## config.mk

```make
export PLATFORM = sky130hd
export DESIGN_NAME = serial_ring_buffered_line_io
export DESIGN_NICKNAME = d
export VERILOG_FILES = /design/src/hdl/srb_pkg.sv /design/src/hdl/srb_ctrl.sv /design/src/hdl/srb_dpath.sv /design/src/hdl/serial_ring_buffered_line_io.sv
export VERILOG_INCLUDE_DIRS = /design/src /design/src/hdl
export SDC_FILE = /design/constraint.sdc
export NUM_CORES = 1
export LEC_CHECK = 0
export BUFFER_PORTS_ARGS = -buffer_cell sky130_fd_sc_hd__buf_2
export CAP_MARGIN = 20
export CORE_MARGIN = 2
export CORE_UTILIZATION = 50
export DETAILED_ROUTE_END_ITERATION = 16
export PLACE_DENSITY_LB_ADDON = 0.08
export RECOVER_POWER = 25
export SYNTH_ARGS = -nofsm -noshare
export SYNTH_HDL_FRONTEND = slang
export SYNTH_SLANG_ARGS = --single-unit
```

## constraint.sdc

```tcl
create_clock -name clk -period 17.05 [get_ports clk]
set_input_delay 5.115 -clock clk [delete_from_list [all_inputs] [get_ports clk]]
set_output_delay 5.115 -clock clk [all_outputs]
set_load 0.005 [all_outputs]
```

## src/hdl/serial_ring_buffered_line_io_macros.svh

```systemverilog
// ---------------------------------------------------------------------------
// Assertion macros used by the serial ring buffer datapath
// ---------------------------------------------------------------------------
`ifndef SERIAL_RING_BUFFERED_LINE_IO_MACROS_SVH
`define SERIAL_RING_BUFFERED_LINE_IO_MACROS_SVH

// same-cycle implication, disabled while in reset
`define SRB_ASSERT_IMPL(label, clk, rst_n, ante, cons, msg) \
  label: assert property (@(posedge clk) disable iff (!rst_n) (ante) |-> (cons)) \
    else $error(msg);

// next-cycle implication, disabled while in reset
`define SRB_ASSERT_NEXT(label, clk, rst_n, ante, cons, msg) \
  label: assert property (@(posedge clk) disable iff (!rst_n) (ante) |=> (cons)) \
    else $error(msg);

`endif

```

## src/hdl/srb_pkg.sv

```systemverilog
// ---------------------------------------------------------------------------
// srb_pkg
// Types and constants shared by the serial ring buffer controller and datapath.
// ---------------------------------------------------------------------------
`default_nettype none

package srb_pkg;

  // request codes on in_req_type
  localparam logic [2:0] REQ_RX     = 3'd0;
  localparam logic [2:0] REQ_TX_RDY = 3'd1;
  localparam logic [2:0] REQ_RD     = 3'd2;
  localparam logic [2:0] REQ_WR     = 3'd3;
  localparam logic [2:0] REQ_OPEN   = 3'd4;
  localparam logic [2:0] REQ_CLOSE  = 3'd5;

  // error codes on out_error_code
  localparam logic [2:0] ERR_OK     = 3'd0;
  localparam logic [2:0] ERR_CLOSED = 3'd1;
  localparam logic [2:0] ERR_BUSY   = 3'd2;
  localparam logic [2:0] ERR_OPEN   = 3'd3;
  localparam logic [2:0] ERR_COUNT  = 3'd4;

  localparam logic [7:0] TERM_RESET = 8'd13;

  typedef enum logic [1:0] {
    ST_IDLE  = 2'd0,
    ST_READ  = 2'd1,
    ST_WRITE = 2'd2
  } chan_status_t;

  // datapath commands issued by the controller
  typedef enum logic [2:0] {
    CMD_NONE,
    CMD_CAPTURE,
    CMD_SINGLE,
    CMD_RD_START,
    CMD_FETCH,
    CMD_TAKE,
    CMD_TERM,
    CMD_FINISH
  } cmd_t;

  typedef struct packed {
    logic read_go;    // latched request is a read start that passes all checks
    logic can_load;   // output register free this cycle
    logic more;       // count not met and store not empty
    logic rd_term;    // fetched store byte is the terminator
    logic held;       // a delivered byte is held back for lookahead
  } dp_status_t;

endpackage

`default_nettype wire

```

## src/hdl/srb_ctrl.sv

```systemverilog
// ---------------------------------------------------------------------------
// srb_ctrl
// Sequencer: takes one request at a time and steps the datapath through a
// single-result request or the drain of the receive store for a read start.
// ---------------------------------------------------------------------------
`default_nettype none

module srb_ctrl
  import srb_pkg::*;
(
  input  wire logic       clk,
  input  wire logic       rst_n,
  input  wire logic       in_valid,
  output logic            in_stall,
  input  wire dp_status_t sts,
  output cmd_t            cmd
);

  typedef enum logic [2:0] {
    S_IDLE,
    S_EXEC,
    S_FETCH,
    S_CHECK,
    S_END
  } state_t;

  state_t state_r, state_nxt;

  assign in_stall = (state_r != S_IDLE);

  always_comb begin
    state_nxt = state_r;
    cmd       = CMD_NONE;
    unique case (state_r)
      S_IDLE: begin
        if (in_valid) begin
          cmd       = CMD_CAPTURE;
          state_nxt = S_EXEC;
        end
      end
      S_EXEC: begin
        priority if (sts.read_go) begin
          cmd       = CMD_RD_START;
          state_nxt = S_FETCH;
        end else if (sts.can_load) begin
          cmd       = CMD_SINGLE;
          state_nxt = S_IDLE;
        end else begin
          // result register still occupied
          state_nxt = state_r;
        end
      end
      S_FETCH: begin
        if (sts.more) begin
          cmd       = CMD_FETCH;
          state_nxt = S_CHECK;
        end else begin
          state_nxt = S_END;
        end
      end
      S_CHECK: begin
        // the held byte goes out only once the next one is known not to end the read
        priority if (sts.rd_term) begin
          cmd       = CMD_TERM;
          state_nxt = S_END;
        end else if (!sts.held || sts.can_load) begin
          cmd       = CMD_TAKE;
          state_nxt = S_FETCH;
        end else begin
          state_nxt = state_r;
        end
      end
      S_END: begin
        if (sts.can_load) begin
          cmd       = CMD_FINISH;
          state_nxt = S_IDLE;
        end
      end
      default: state_nxt = S_IDLE;
    endcase
  end

  always_ff @(posedge clk) begin
    if (!rst_n) begin
      state_r <= S_IDLE;
    end else begin
      state_r <= state_nxt;
    end
  end

endmodule

`default_nettype wire

```

## src/hdl/srb_dpath.sv

```systemverilog
// ---------------------------------------------------------------------------
// srb_dpath
// Channel state, receive ring store, request latch and result register.
// ---------------------------------------------------------------------------
`default_nettype none

`include "serial_ring_buffered_line_io_macros.svh"

module srb_dpath
  import srb_pkg::*;
#(
  parameter int RING_DEPTH  = 128,
  parameter int MAX_REQUEST = 64
) (
  input  wire logic       clk,
  input  wire logic       rst_n,
  input  wire cmd_t       cmd,
  output dp_status_t      sts,
  input  wire logic [2:0] in_req_type,
  input  wire logic [7:0] in_data_byte,
  input  wire logic [6:0] in_request_count,
  input  wire logic       cfg_wr_en,
  input  wire logic [7:0] cfg_wr_data,
  output logic            out_valid,
  input  wire logic       out_stall,
  output logic [2:0]      out_error_code,
  output logic            out_deliver_valid,
  output logic [7:0]      out_deliver_byte,
  output logic [5:0]      out_deliver_index,
  output logic            out_tx_valid,
  output logic [7:0]      out_tx_byte,
  output logic [6:0]      out_tx_next_index,
  output logic            out_done_flag,
  output logic [6:0]      out_done_count,
  output logic            out_last
);

  localparam int PTR_W  = (RING_DEPTH > 1) ? $clog2(RING_DEPTH) : 1;
  localparam int FILL_W = $clog2(RING_DEPTH + 1);

  typedef struct packed {
    logic [2:0] err;
    logic       dv;
    logic [7:0] db;
    logic [5:0] di;
    logic       tv;
    logic [7:0] tb;
    logic [6:0] tn;
    logic       df;
    logic [6:0] dc;
    logic       last;
  } result_t;

  logic [7:0]       mem [RING_DEPTH];
  logic [7:0]       rdata_r;
  logic             rd_en, mem_we;

  logic [7:0]       term_r;
  logic [2:0]       req_r,  req_nxt;
  logic [7:0]       byte_r, byte_nxt;
  logic [6:0]       cnt_r,  cnt_nxt;

  logic             open_r, open_nxt;
  chan_status_t     status_r, status_nxt;
  logic [PTR_W-1:0] in_ptr_r, in_ptr_nxt;
  logic [PTR_W-1:0] out_ptr_r, out_ptr_nxt;
  logic [FILL_W-1:0] fill_r, fill_nxt;
  logic [6:0]       done_r, done_nxt;
  logic [6:0]       total_r, total_nxt;
  logic             held_v_r, held_v_nxt;
  logic [7:0]       held_byte_r, held_byte_nxt;
  logic [5:0]       held_idx_r, held_idx_nxt;
  logic             term_hit_r, term_hit_nxt;

  result_t          res, res_r;
  logic             load;
  logic             out_valid_r;
  logic             can_load;
  logic [6:0]       done_inc;
  logic             fin;

  function automatic logic [PTR_W-1:0] ptr_inc(input logic [PTR_W-1:0] p);
    return (p == PTR_W'(RING_DEPTH - 1)) ? '0 : p + PTR_W'(1);
  endfunction

  assign can_load = !out_valid_r || !out_stall;
  assign done_inc = done_r + 7'd1;

  assign sts.read_go  = (req_r == REQ_RD) && open_r && (status_r == ST_IDLE)
                        && (cnt_r <= 7'(MAX_REQUEST));
  assign sts.can_load = can_load;
  assign sts.more     = (done_r < total_r) && (fill_r != '0);
  assign sts.rd_term  = (rdata_r == term_r);
  assign sts.held     = held_v_r;

  always_comb begin
    res           = '0;
    res.last      = 1'b1;
    load          = 1'b0;
    mem_we        = 1'b0;
    rd_en         = 1'b0;
    fin           = 1'b0;
    req_nxt       = req_r;
    byte_nxt      = byte_r;
    cnt_nxt       = cnt_r;
    open_nxt      = open_r;
    status_nxt    = status_r;
    in_ptr_nxt    = in_ptr_r;
    out_ptr_nxt   = out_ptr_r;
    fill_nxt      = fill_r;
    done_nxt      = done_r;
    total_nxt     = total_r;
    held_v_nxt    = held_v_r;
    held_byte_nxt = held_byte_r;
    held_idx_nxt  = held_idx_r;
    term_hit_nxt  = term_hit_r;

    unique case (cmd)
      CMD_NONE: begin
      end
      CMD_CAPTURE: begin
        req_nxt  = in_req_type;
        byte_nxt = in_data_byte;
        cnt_nxt  = in_request_count;
      end
      CMD_SINGLE: begin
        load = 1'b1;
        unique case (req_r)
          REQ_RX: begin
            if (open_r) begin
              if (status_r == ST_READ) begin
                if (byte_r == term_r) begin
                  status_nxt = ST_IDLE;
                  res.df     = 1'b1;
                  res.dc     = done_r;
                end else begin
                  fin      = (done_inc >= total_r);
                  done_nxt = done_inc;
                  if (fin) begin
                    status_nxt = ST_IDLE;
                  end
                  res.dv = 1'b1;
                  res.db = byte_r;
                  res.di = done_r[5:0];
                  res.df = fin;
                  res.dc = fin ? done_inc : 7'd0;
                end
              end else if (fill_r < FILL_W'(RING_DEPTH)) begin
                // room left: store it; a byte meeting a full store is dropped
                mem_we     = 1'b1;
                in_ptr_nxt = ptr_inc(in_ptr_r);
                fill_nxt   = fill_r + FILL_W'(1);
              end
            end
          end
          REQ_TX_RDY: begin
            if (open_r && status_r == ST_WRITE) begin
              if (done_r < total_r) begin
                done_nxt = done_inc;
                res.tv   = 1'b1;
                res.tb   = byte_r;
                res.tn   = done_inc;
              end else begin
                status_nxt = ST_IDLE;
                res.df     = 1'b1;
                res.dc     = done_r;
              end
            end
          end
          REQ_RD, REQ_WR: begin
            // a read start that passes its checks never reaches here
            priority if (!open_r) begin
              res.err = ERR_CLOSED;
            end else if (status_r != ST_IDLE) begin
              res.err = ERR_BUSY;
            end else if (cnt_r > 7'(MAX_REQUEST)) begin
              res.err = ERR_COUNT;
            end else begin
              total_nxt = cnt_r;
              if (cnt_r == 7'd0) begin
                done_nxt = 7'd0;
                res.df   = 1'b1;
              end else begin
                done_nxt   = 7'd1;
                status_nxt = ST_WRITE;
                res.tv     = 1'b1;
                res.tb     = byte_r;
                res.tn     = 7'd1;
              end
            end
          end
          REQ_OPEN: begin
            if (open_r) begin
              res.err = ERR_OPEN;
            end else begin
              open_nxt    = 1'b1;
              status_nxt  = ST_IDLE;
              in_ptr_nxt  = '0;
              out_ptr_nxt = '0;
              fill_nxt    = '0;
              done_nxt    = 7'd0;
              total_nxt   = 7'd0;
            end
          end
          REQ_CLOSE: begin
            if (!open_r) begin
              res.err = ERR_CLOSED;
            end else begin
              open_nxt = 1'b0;
            end
          end
          default: begin
          end
        endcase
      end
      CMD_RD_START: begin
        total_nxt    = cnt_r;
        done_nxt     = 7'd0;
        status_nxt   = ST_READ;
        held_v_nxt   = 1'b0;
        term_hit_nxt = 1'b0;
      end
      CMD_FETCH: begin
        rd_en = 1'b1;
      end
      CMD_TAKE: begin
        // previous held byte is not the last one: send it now
        load          = held_v_r;
        res.dv        = 1'b1;
        res.db        = held_byte_r;
        res.di        = held_idx_r;
        res.last      = 1'b0;
        out_ptr_nxt   = ptr_inc(out_ptr_r);
        fill_nxt      = fill_r - FILL_W'(1);
        held_v_nxt    = 1'b1;
        held_byte_nxt = rdata_r;
        held_idx_nxt  = done_r[5:0];
        done_nxt      = done_inc;
      end
      CMD_TERM: begin
        out_ptr_nxt  = ptr_inc(out_ptr_r);
        fill_nxt     = fill_r - FILL_W'(1);
        term_hit_nxt = 1'b1;
      end
      CMD_FINISH: begin
        fin        = term_hit_r || (done_r >= total_r);
        status_nxt = fin ? ST_IDLE : ST_READ;
        load       = 1'b1;
        res.dv     = held_v_r;
        res.db     = held_v_r ? held_byte_r : 8'd0;
        res.di     = held_v_r ? held_idx_r : 6'd0;
        res.df     = fin;
        res.dc     = fin ? done_r : 7'd0;
        held_v_nxt = 1'b0;
      end
      default: begin
      end
    endcase
  end

  // receive store, registered read port
  always_ff @(posedge clk) begin
    if (mem_we) begin
      mem[in_ptr_r] <= byte_r;
    end
    if (rd_en) begin
      rdata_r <= mem[out_ptr_r];
    end
  end

  always_ff @(posedge clk) begin
    if (!rst_n) begin
      term_r     <= TERM_RESET;
      open_r     <= 1'b0;
      status_r   <= ST_IDLE;
      in_ptr_r   <= '0;
      out_ptr_r  <= '0;
      fill_r     <= '0;
      done_r     <= 7'd0;
      total_r    <= 7'd0;
      held_v_r   <= 1'b0;
      term_hit_r <= 1'b0;
      out_valid_r <= 1'b0;
    end else begin
      if (cfg_wr_en) begin
        term_r <= cfg_wr_data;
      end
      open_r     <= open_nxt;
      status_r   <= status_nxt;
      in_ptr_r   <= in_ptr_nxt;
      out_ptr_r  <= out_ptr_nxt;
      fill_r     <= fill_nxt;
      done_r     <= done_nxt;
      total_r    <= total_nxt;
      held_v_r   <= held_v_nxt;
      term_hit_r <= term_hit_nxt;
      if (load) begin
        out_valid_r <= 1'b1;
      end else if (!out_stall) begin
        out_valid_r <= 1'b0;
      end
    end
  end

  always_ff @(posedge clk) begin
    req_r       <= req_nxt;
    byte_r      <= byte_nxt;
    cnt_r       <= cnt_nxt;
    held_byte_r <= held_byte_nxt;
    held_idx_r  <= held_idx_nxt;
    if (load) begin
      res_r <= res;
    end
  end

  assign out_valid         = out_valid_r;
  assign out_error_code    = res_r.err;
  assign out_deliver_valid = res_r.dv;
  assign out_deliver_byte  = res_r.db;
  assign out_deliver_index = res_r.di;
  assign out_tx_valid      = res_r.tv;
  assign out_tx_byte       = res_r.tb;
  assign out_tx_next_index = res_r.tn;
  assign out_done_flag     = res_r.df;
  assign out_done_count    = res_r.dc;
  assign out_last          = res_r.last;

  `SRB_ASSERT_IMPL(a_fill_bound, clk, rst_n, 1'b1, fill_r <= FILL_W'(RING_DEPTH), "store fill above depth")
  `SRB_ASSERT_IMPL(a_done_bound, clk, rst_n, 1'b1, done_r <= total_r, "transfer count past total")
  `SRB_ASSERT_IMPL(a_no_overwrite, clk, rst_n, load, !(out_valid_r && out_stall), "stalled result overwritten")
  `SRB_ASSERT_IMPL(a_fetch_ok, clk, rst_n, cmd == CMD_FETCH, (status_r == ST_READ) && (fill_r != '0), "store read while not draining or empty")
  `SRB_ASSERT_NEXT(a_finish_release, clk, rst_n, cmd == CMD_FINISH, !held_v_r && out_valid_r, "drain end left a held byte")

endmodule

`default_nettype wire

```

## src/hdl/serial_ring_buffered_line_io.sv

```systemverilog
// ---------------------------------------------------------------------------
// serial_ring_buffered_line_io
// Buffered serial channel: receive ring store, read drain and byte-wise write.
// ---------------------------------------------------------------------------
// Requests enter on in_* (valid/stall) one at a time; results leave on out_*
// through a single output register, out_last marking the final one of each
// request. The terminator byte is written on cfg_wr_en/cfg_wr_data; the user
// must write it only while idle, the block itself does not enforce this. A
// request other than a passing read start gives exactly one result: it is
// taken, evaluated once the result register is free, and the result is
// registered before the next request is taken. A passing read start drains
// the receive store byte by byte (registered store read, then a one-byte
// lookahead says if the held byte is the last), with set-up and wind-down.
// in_stall is high whenever a request is being worked on.
// When the receiver stalls, the result register holds and the sequencer waits
// before loading the next result; a new request may be taken while a result
// still waits. Reset closes the port, clears the channel state and pointers
// and sets the terminator to carriage return; store contents are not cleared.
// ---------------------------------------------------------------------------
`default_nettype none

module serial_ring_buffered_line_io
  import srb_pkg::*;
#(
  parameter int RING_DEPTH  = 128,
  parameter int MAX_REQUEST = 64
) (
  input  wire logic       clk,
  input  wire logic       rst_n,
  input  wire logic       in_valid,
  output logic            in_stall,
  input  wire logic [2:0] in_req_type,
  input  wire logic [7:0] in_data_byte,
  input  wire logic [6:0] in_request_count,
  output logic            out_valid,
  input  wire logic       out_stall,
  output logic [2:0]      out_error_code,
  output logic            out_deliver_valid,
  output logic [7:0]      out_deliver_byte,
  output logic [5:0]      out_deliver_index,
  output logic            out_tx_valid,
  output logic [7:0]      out_tx_byte,
  output logic [6:0]      out_tx_next_index,
  output logic            out_done_flag,
  output logic [6:0]      out_done_count,
  output logic            out_last,
  input  wire logic       cfg_wr_en,
  input  wire logic [7:0] cfg_wr_data
);

  cmd_t       cmd;
  dp_status_t sts;

  srb_ctrl u_ctrl (
    .clk      (clk),
    .rst_n    (rst_n),
    .in_valid (in_valid),
    .in_stall (in_stall),
    .sts      (sts),
    .cmd      (cmd)
  );

  srb_dpath #(
    .RING_DEPTH  (RING_DEPTH),
    .MAX_REQUEST (MAX_REQUEST)
  ) u_dpath (
    .clk               (clk),
    .rst_n             (rst_n),
    .cmd               (cmd),
    .sts               (sts),
    .in_req_type       (in_req_type),
    .in_data_byte      (in_data_byte),
    .in_request_count  (in_request_count),
    .cfg_wr_en         (cfg_wr_en),
    .cfg_wr_data       (cfg_wr_data),
    .out_valid         (out_valid),
    .out_stall         (out_stall),
    .out_error_code    (out_error_code),
    .out_deliver_valid (out_deliver_valid),
    .out_deliver_byte  (out_deliver_byte),
    .out_deliver_index (out_deliver_index),
    .out_tx_valid      (out_tx_valid),
    .out_tx_byte       (out_tx_byte),
    .out_tx_next_index (out_tx_next_index),
    .out_done_flag     (out_done_flag),
    .out_done_count    (out_done_count),
    .out_last          (out_last)
  );

endmodule

`default_nettype wire
```

# ---- Word level (Yosys, flattened, before mapping)
# Memory sizes are Yosys's and may differ from the RTL's. A register that Yosys moved wholly into a read port is not among the register bits.
# Index checks and enable logic that the tools add are counted.
dict set report word_totals {
  ff_bits 128
  latchBits 0
  mem_bits_rw 1024
  mem_bits_ro 0
  in_bits 31
  output_inout_bits 45
  word_cells 230
  mem_count 1
}
# name depth width read_ports rd_clocked_by_memory_dff wr line
set mem_list {}
lappend mem_list {u_dpath.mem 128 8 1 1 1 srb_dpath.sv:54} ;# logic [7:0] mem [RING_DEPTH];
dict set report op_classes {
  addsub 5
  n_mul 0
  div 0
  order_cmp 6
  n_eq_ne 48
  shift 0
  n_mux 105
  bitwise 0
  n_reduce_logical 38
}
# cell count
set op_table {}
lappend op_table {{$mux 7} 20}
lappend op_table {{$mux 8} 9}
lappend op_table {{$pmux 7 s2} 5}
lappend op_table {{$mux 15} 4}
lappend op_table {{$mux 17} 3}
lappend op_table {{$pmux 8 s2} 3}
lappend op_table {{$pmux 15 s3} 1}
lappend op_table {{$mux 3} 14}
lappend op_table {{$mux 16} 2}
lappend op_table {{$pmux 16 s2} 1}
lappend op_table {{$pmux 3 s5} 2}
lappend op_table {{$pmux 7 s4} 1}
lappend op_table {{$ne 3x3->1 const B} 9}
lappend op_table {{$mux 2} 13}
lappend op_table {{$mux 24} 1}
lappend op_table {{$add 7x1->7 const B} 3}
lappend op_table {{$eq 3x3->1 const B} 7}
lappend op_table {{$ne 3x2->1 const B} 7}
lappend op_table {{$pmux 7 s3} 1}
lappend op_table {{$eq 3x2->1 const B} 6}
lappend op_table {{$reduce_and 6->1} 3}
lappend op_table {{$eq 8x8->1} 2}
lappend op_table {{$mux 1} 16}
lappend op_table {{$eq 7x7->1 const B} 2}
lappend op_table {{34 further kinds} 67}

# ---- Logic depth before layout (Yosys ltp)
dict set report depth {
  word_depth 10
  ltp_mapped 11
  ltp_nobuf 11
}

# ---- Modules after synthesis
# Synthesis repeated with hierarchy kept, for this count alone.
dict set report unflattened {
  hier_cells 2474
  area_unflattened_um2 46175.5
}
# module instances cells_each area_per_inst_um2 seq_area_each_um2
set by_module_without_submodules {}
lappend by_module_without_submodules {srb_dpath 1 2433 45872.7 34242.8}
lappend by_module_without_submodules {srb_ctrl 1 41 302.8 60.1}

# ---- Worst setup path after synthesis
# No wires, ideal clock.
dict set report synth_path {
  path_type {input-to-reg}
  from {input out_stall}
  to {register u_dpath.res_r (netlist bit u_dpath.out_deliver_byte[0]), enable pin}
  setup_ns 0.456
  t_arrival_ns 8.405
  t_required_ns 16.594
  slack_ns 8.189
  cell_stages 4
  cell_sequence {and3_1 > nor2_1 > inv_2 > o211ai_1}
}
dict set report synth_via {
  elab_chain_len 9
  word_cells_on_any_way 14
  cone_classes {3 x eq/ne; 7 x mux; 4 x reduce/logical}
}
# item line
set synth_rtl {}
lappend synth_rtl {{start, declared} serial_ring_buffered_line_io.sv:36} ;# input wire logic out_stall,
lappend synth_rtl {{$logic_not 1->1 (*)} srb_dpath.sv:86} ;# assign can_load = !out_valid_r || !out_stall;
lappend synth_rtl {{$logic_or 1x1->1 (*)} srb_dpath.sv:86}
lappend synth_rtl {{$logic_or 1x1->1} srb_ctrl.sv:66} ;# end else if (!sts.held || sts.can_load) begin
lappend synth_rtl {{$mux 3} srb_ctrl.sv:66}
lappend synth_rtl {{$mux 3} srb_ctrl.sv:63} ;# priority if (sts.rd_term) begin
lappend synth_rtl {{$pmux 3 s5 (*)} srb_ctrl.sv:34} ;# unique case (state_r)
lappend synth_rtl {{$eq 3x3->1 / $eq 3x2->1 (equally long branches)} srb_dpath.sv:118} ;# unique case (cmd)
lappend synth_rtl {{$reduce_or 2->1 (no source line)} n/a}
lappend synth_rtl {{$pmux 1 s2 (*)} srb_dpath.sv:118}
lappend synth_rtl {{via u_dpath.load} srb_dpath.sv:76} ;# logic load;
lappend synth_rtl {{end signal, assigned} srb_dpath.sv:312} ;# res_r <= res;
lappend synth_rtl {{end, declared} srb_dpath.sv:75} ;# result_t res, res_r;
# The timed path passes the listed nets; every way through them passes the cells marked *.
# A chain may end at the register's enable or synchronous reset.

# ---- Worst setup path in the final report
dict set report layout_path {
  from {register u_dpath.byte_r[4]}
  to {memory u_dpath.mem[52][4] (data pin)}
}
# item line
set layout_lines {}
lappend layout_lines {{start, declared} srb_dpath.sv:60} ;# logic [7:0] byte_r, byte_nxt;
lappend layout_lines {{start signal, assigned} srb_dpath.sv:307} ;# byte_r <= byte_nxt;
lappend layout_lines {{end, declared} srb_dpath.sv:54}
# No word-level cell before the write port.

==> flow_summary.json <==
{
  "status": "complete, but fails checks",
  "failed_checks": "max-capacitance violations, max-slew violations",
  "fin_tns_setup_ns": 0,
  "cp_slowest_cell": "clkbuf_1",
  "synth_edf_count": 1107,
  "holdPathEnd": "u_dpath.term_hit_r",
  "fin_crit_sh": 0.442,
  "first_pass_iters": 7,
  "reg2reg_to": "u_dpath.mem[52][4]",
  "pre_cts_slack_ns": 8.81,
  "worstHoldPathType": "reg2reg",
  "areaGrowthSynthToFinish_pct": 11.9,
  "rows": 111,
  "drc": 0,
  "hold_depth": 2,
  "synth_cell_types": 74,
  "reg2reg_depth": 1,
  "power.density_nw_per_um2": 116,
  "swShare": 0.212,
  "end_kind": "flop",
  "finalNetCount": 2436,
  "clk_pin_slew_ns": 0.06,
  "die_w_um": 308,
  "post-cts-setup-buffer-count": 0,
  "path_max_fanout": 130,
  "combPwrFrac": 0.045,
  "drtIter0Drc": 2673,
  "antenna_found_initial": 2,
  "seqPwrFrac": 0.527,
  "finalWorstSetupSlack_ns": 9.51,
  "avgSynthCellArea_um2": 20.3,
  "internal_power_uw": 4710,
  "synth_nets": 2322,
  "first_global_vias": 23157,
  "rsz0062_at_grt": "false",
  "worst_pin_slew_ns": 7.99,
  "gp_congestion": 0.861,
  "min_period_ns": 7.54,
  "slew-limit-headroom": -4.33,
  "die_y_um": 308,
  "finalHoldViolations": 0,
  "max_stage_delay_ns": 5.56,
  "die_area_um2": 94600,
  "clk_latency_ns": 0.72,
  "via_count": 22966,
  "grt_pass1_wl_mm": 166,
  "fill_cells": 6786,
  "wl_mm": 114,
  "max_freq_ghz": 0.133,
  "synth_area_um2": 46100,
  "setup_viol": 0,
  "drv_slew": 620,
  "portBuffers": 75,
  "clock_path_buffers": 3,
  "netlist_instances": 2271,
  "regToRegSetupSlack_ns": 9.51,
  "max-cap-violations": 10,
  "clock-skew-final_ns": 0.0264,
  "layout-drive-gt1-share": 0.255,
  "cts_buffers": 114,
  "seq_area_um2": 34300,
  "overflow": 0,
  "reg2reg_from": "u_dpath.byte_r[4]",
  "crit_buf_inv": 1,
  "ios": 76,
  "cp_cell_sequence": "clkbuf_1",
  "async_reset_ff_frac": 0,
  "yosysWarnings": 0,
  "viasPerCell": 6.26,
  "cts_tree": "yes",
  "critPathLaunchType": "flop",
  "yosysSeqAreaShare": 0.744,
  "hpwl_mm": 68.5,
  "start_util": 0.504,
  "hold_buffers": 0,
  "cp.arrival_ns": 6.87,
  "p_leak_uw": 0.0157,
  "clkPwrFrac": 0.428,
  "ant_nets": 0,
  "h-tree-depth": 3,
  "ir_worst_vdd_mv": 0.0928,
  "hp-start": "u_dpath.term_hit_r",
  "grt_max_degree": 131,
  "cts.sinks": 1160,
  "clockRootBuffer": "clkbuf_16",
  "fp.coreArea_um2": 91500,
  "detail_route.wl_per_cell_um": 31.2,
  "synthFlopType": "edfxtp_1",
  "p_sw_uw": 1260,
  "multi_input_area_um2": 11200,
  "synth-seq-cells": 1160,
  "groute.usage.overall": 0.246,
  "path_delay_family": "buffers and inverters",
  "antennaDiodeCount": 0,
  "worstSetupPathType": "reg2reg",
  "worst_ep_required_time_ns": 16.38,
  "cts_resized": 0
}
cells in the final DEF, fill, tap and decap left out, types with 24 or more instances in the layout:
cell	netlist	final
mux4_2	320	320
nor2_1	177	177
buf_2	42	75
clkinv_1	0	24
a21oi_1	31	31
clkbuf_16	0	114
edfxtp_1	1107	1107
nand2_1	72	69
o21ai_0	29	29
clkbuf_1	61	25
mux2i_1	44	44
inv_1	26	26
nand3_1	30	30
dfxtp_1	53	48
buf_4	2	30
synth_stat cells (4+ instances only):
cell type / instances / share of area
a21o_1: 6 / 0.00098
o21ai_0: 29 / 0.0031
or3_1: 6 / 0.00081
nand2_1: 72 / 0.0059
nor4_1: 7 / 0.00095
a21oi_1: 31 / 0.0034
and3_1: 10 / 0.0014
a221oi_1: 8 / 0.0015
nor2b_1: 13 / 0.0018
dfxtp_1: 53 / 0.023
o211ai_1: 5 / 0.00081
a22o_1: 23 / 0.0044
a211oi_1: 6 / 0.00098
buf_1: 13 / 0.0011
inv_1: 26 / 0.0021
ha_1: 20 / 0.0054
mux2i_1: 44 / 0.0096
a31oi_1: 6 / 0.00081
and2_1: 13 / 0.0018
o31ai_1: 8 / 0.0013
edfxtp_1: 1107 / 0.72
clkbuf_1: 61 / 0.0050
buf_2: 42 / 0.0046
nand3b_1: 8 / 0.0013
nor3_1: 11 / 0.0012
nand2b_1: 9 / 0.0012
nand4_1: 15 / 0.0020
nand3_1: 30 / 0.0033
mux4_2: 320 / 0.16
xnor2_1: 21 / 0.0040
xor2_1: 5 / 0.00095
nor2_1: 177 / 0.014
nor3b_1: 4 / 0.00065
registers in the layout (all words and copies together) (netlist names), 8 cells and up:
name / flops
u_dpath.byte_r: 8
u_dpath.fill_r: 8
u_dpath.held_byte_r: 8
u_dpath.mem: 1024
u_dpath.out_deliver_byte: 8
u_dpath.out_tx_byte: 8
u_dpath.rdata_r: 8
u_dpath.term_r: 8
how the worst max path moves through the flow:
stage                            startpoint                           to  slack, ns  cells past startpoint
final                     u_dpath.byte_r[4]           u_dpath.mem[52][4]       9.51                      1
after global placement            out_stall           u_dpath.mem[60][5]       8.92                      7
after detailed placement          out_stall           u_dpath.mem[60][6]       8.81                      7
after CTS                         out_stall           u_dpath.mem[28][2]       9.58                      7
after floorplan                   out_stall  u_dpath.out_deliver_byte[0]       8.19                      4
after global routing      u_dpath.byte_r[4]           u_dpath.mem[39][4]       8.97                      1
power groups by stage:
stage / clock network, uW / registers, uW / logic, uW
after floorplan: 0 / 3220 / 154
after global placement: 0 / 3210 / 266
after detailed placement: 0 / 3210 / 266
after CTS: 2600 / 3150 / 267
after global routing: 2710 / 3150 / 285
final: 2560 / 3150 / 266
per-layer routing:
layer  track usage  vias up  share of wire
met5             0        -              0
met4        0.0715        0          0.029
met3        0.0365      193          0.064
met2         0.399      976           0.49
met1         0.349    12179           0.42
li1              -     9618              -
layout make-up:
class                   instances  share of cell area
well taps                    1186              0.0288
multi-input cells             963               0.216
inverters                      27             0.00196
flip-flops and latches       1160               0.665
clock inverters                86              0.0180
clock buffers                 128              0.0563
repair buffers                119              0.0136
per-stage QoR:
step	hold WS [ns]	util	total power (uW)	cell area (um2)	cells
3_5_place_dp	0.447	0.522	3470	47800	3451
2_1_floorplan	0.437	-	3380	46100	2271
5_1_grt	0.475	0.564	6140	51600	3669
6_report	0.456	0.564	5970	51600	3669
3_3_place_gp	0.450	0.522	3470	47800	3450
4_1_cts	0.456	0.564	6010	51600	3665
logic make-up (layout without fill, tap and decap cells):
family / count (synthesis) / after routing / share of synthesized area
adders and majority gates: 20 / 20 / 0.00543
buffers and inverters: 148 / 360 / 0.0138
AOI/OAI and AO/OA: 163 / 163 / 0.0263
DFF: 1160 / 1160 / 0.744
xor gates and xnor gates: 26 / 26 / 0.00494
and+or+nand+nor: 390 / 390 / 0.0393
muxes: 364 / 364 / 0.166
(Power assumes the default switching activity.)
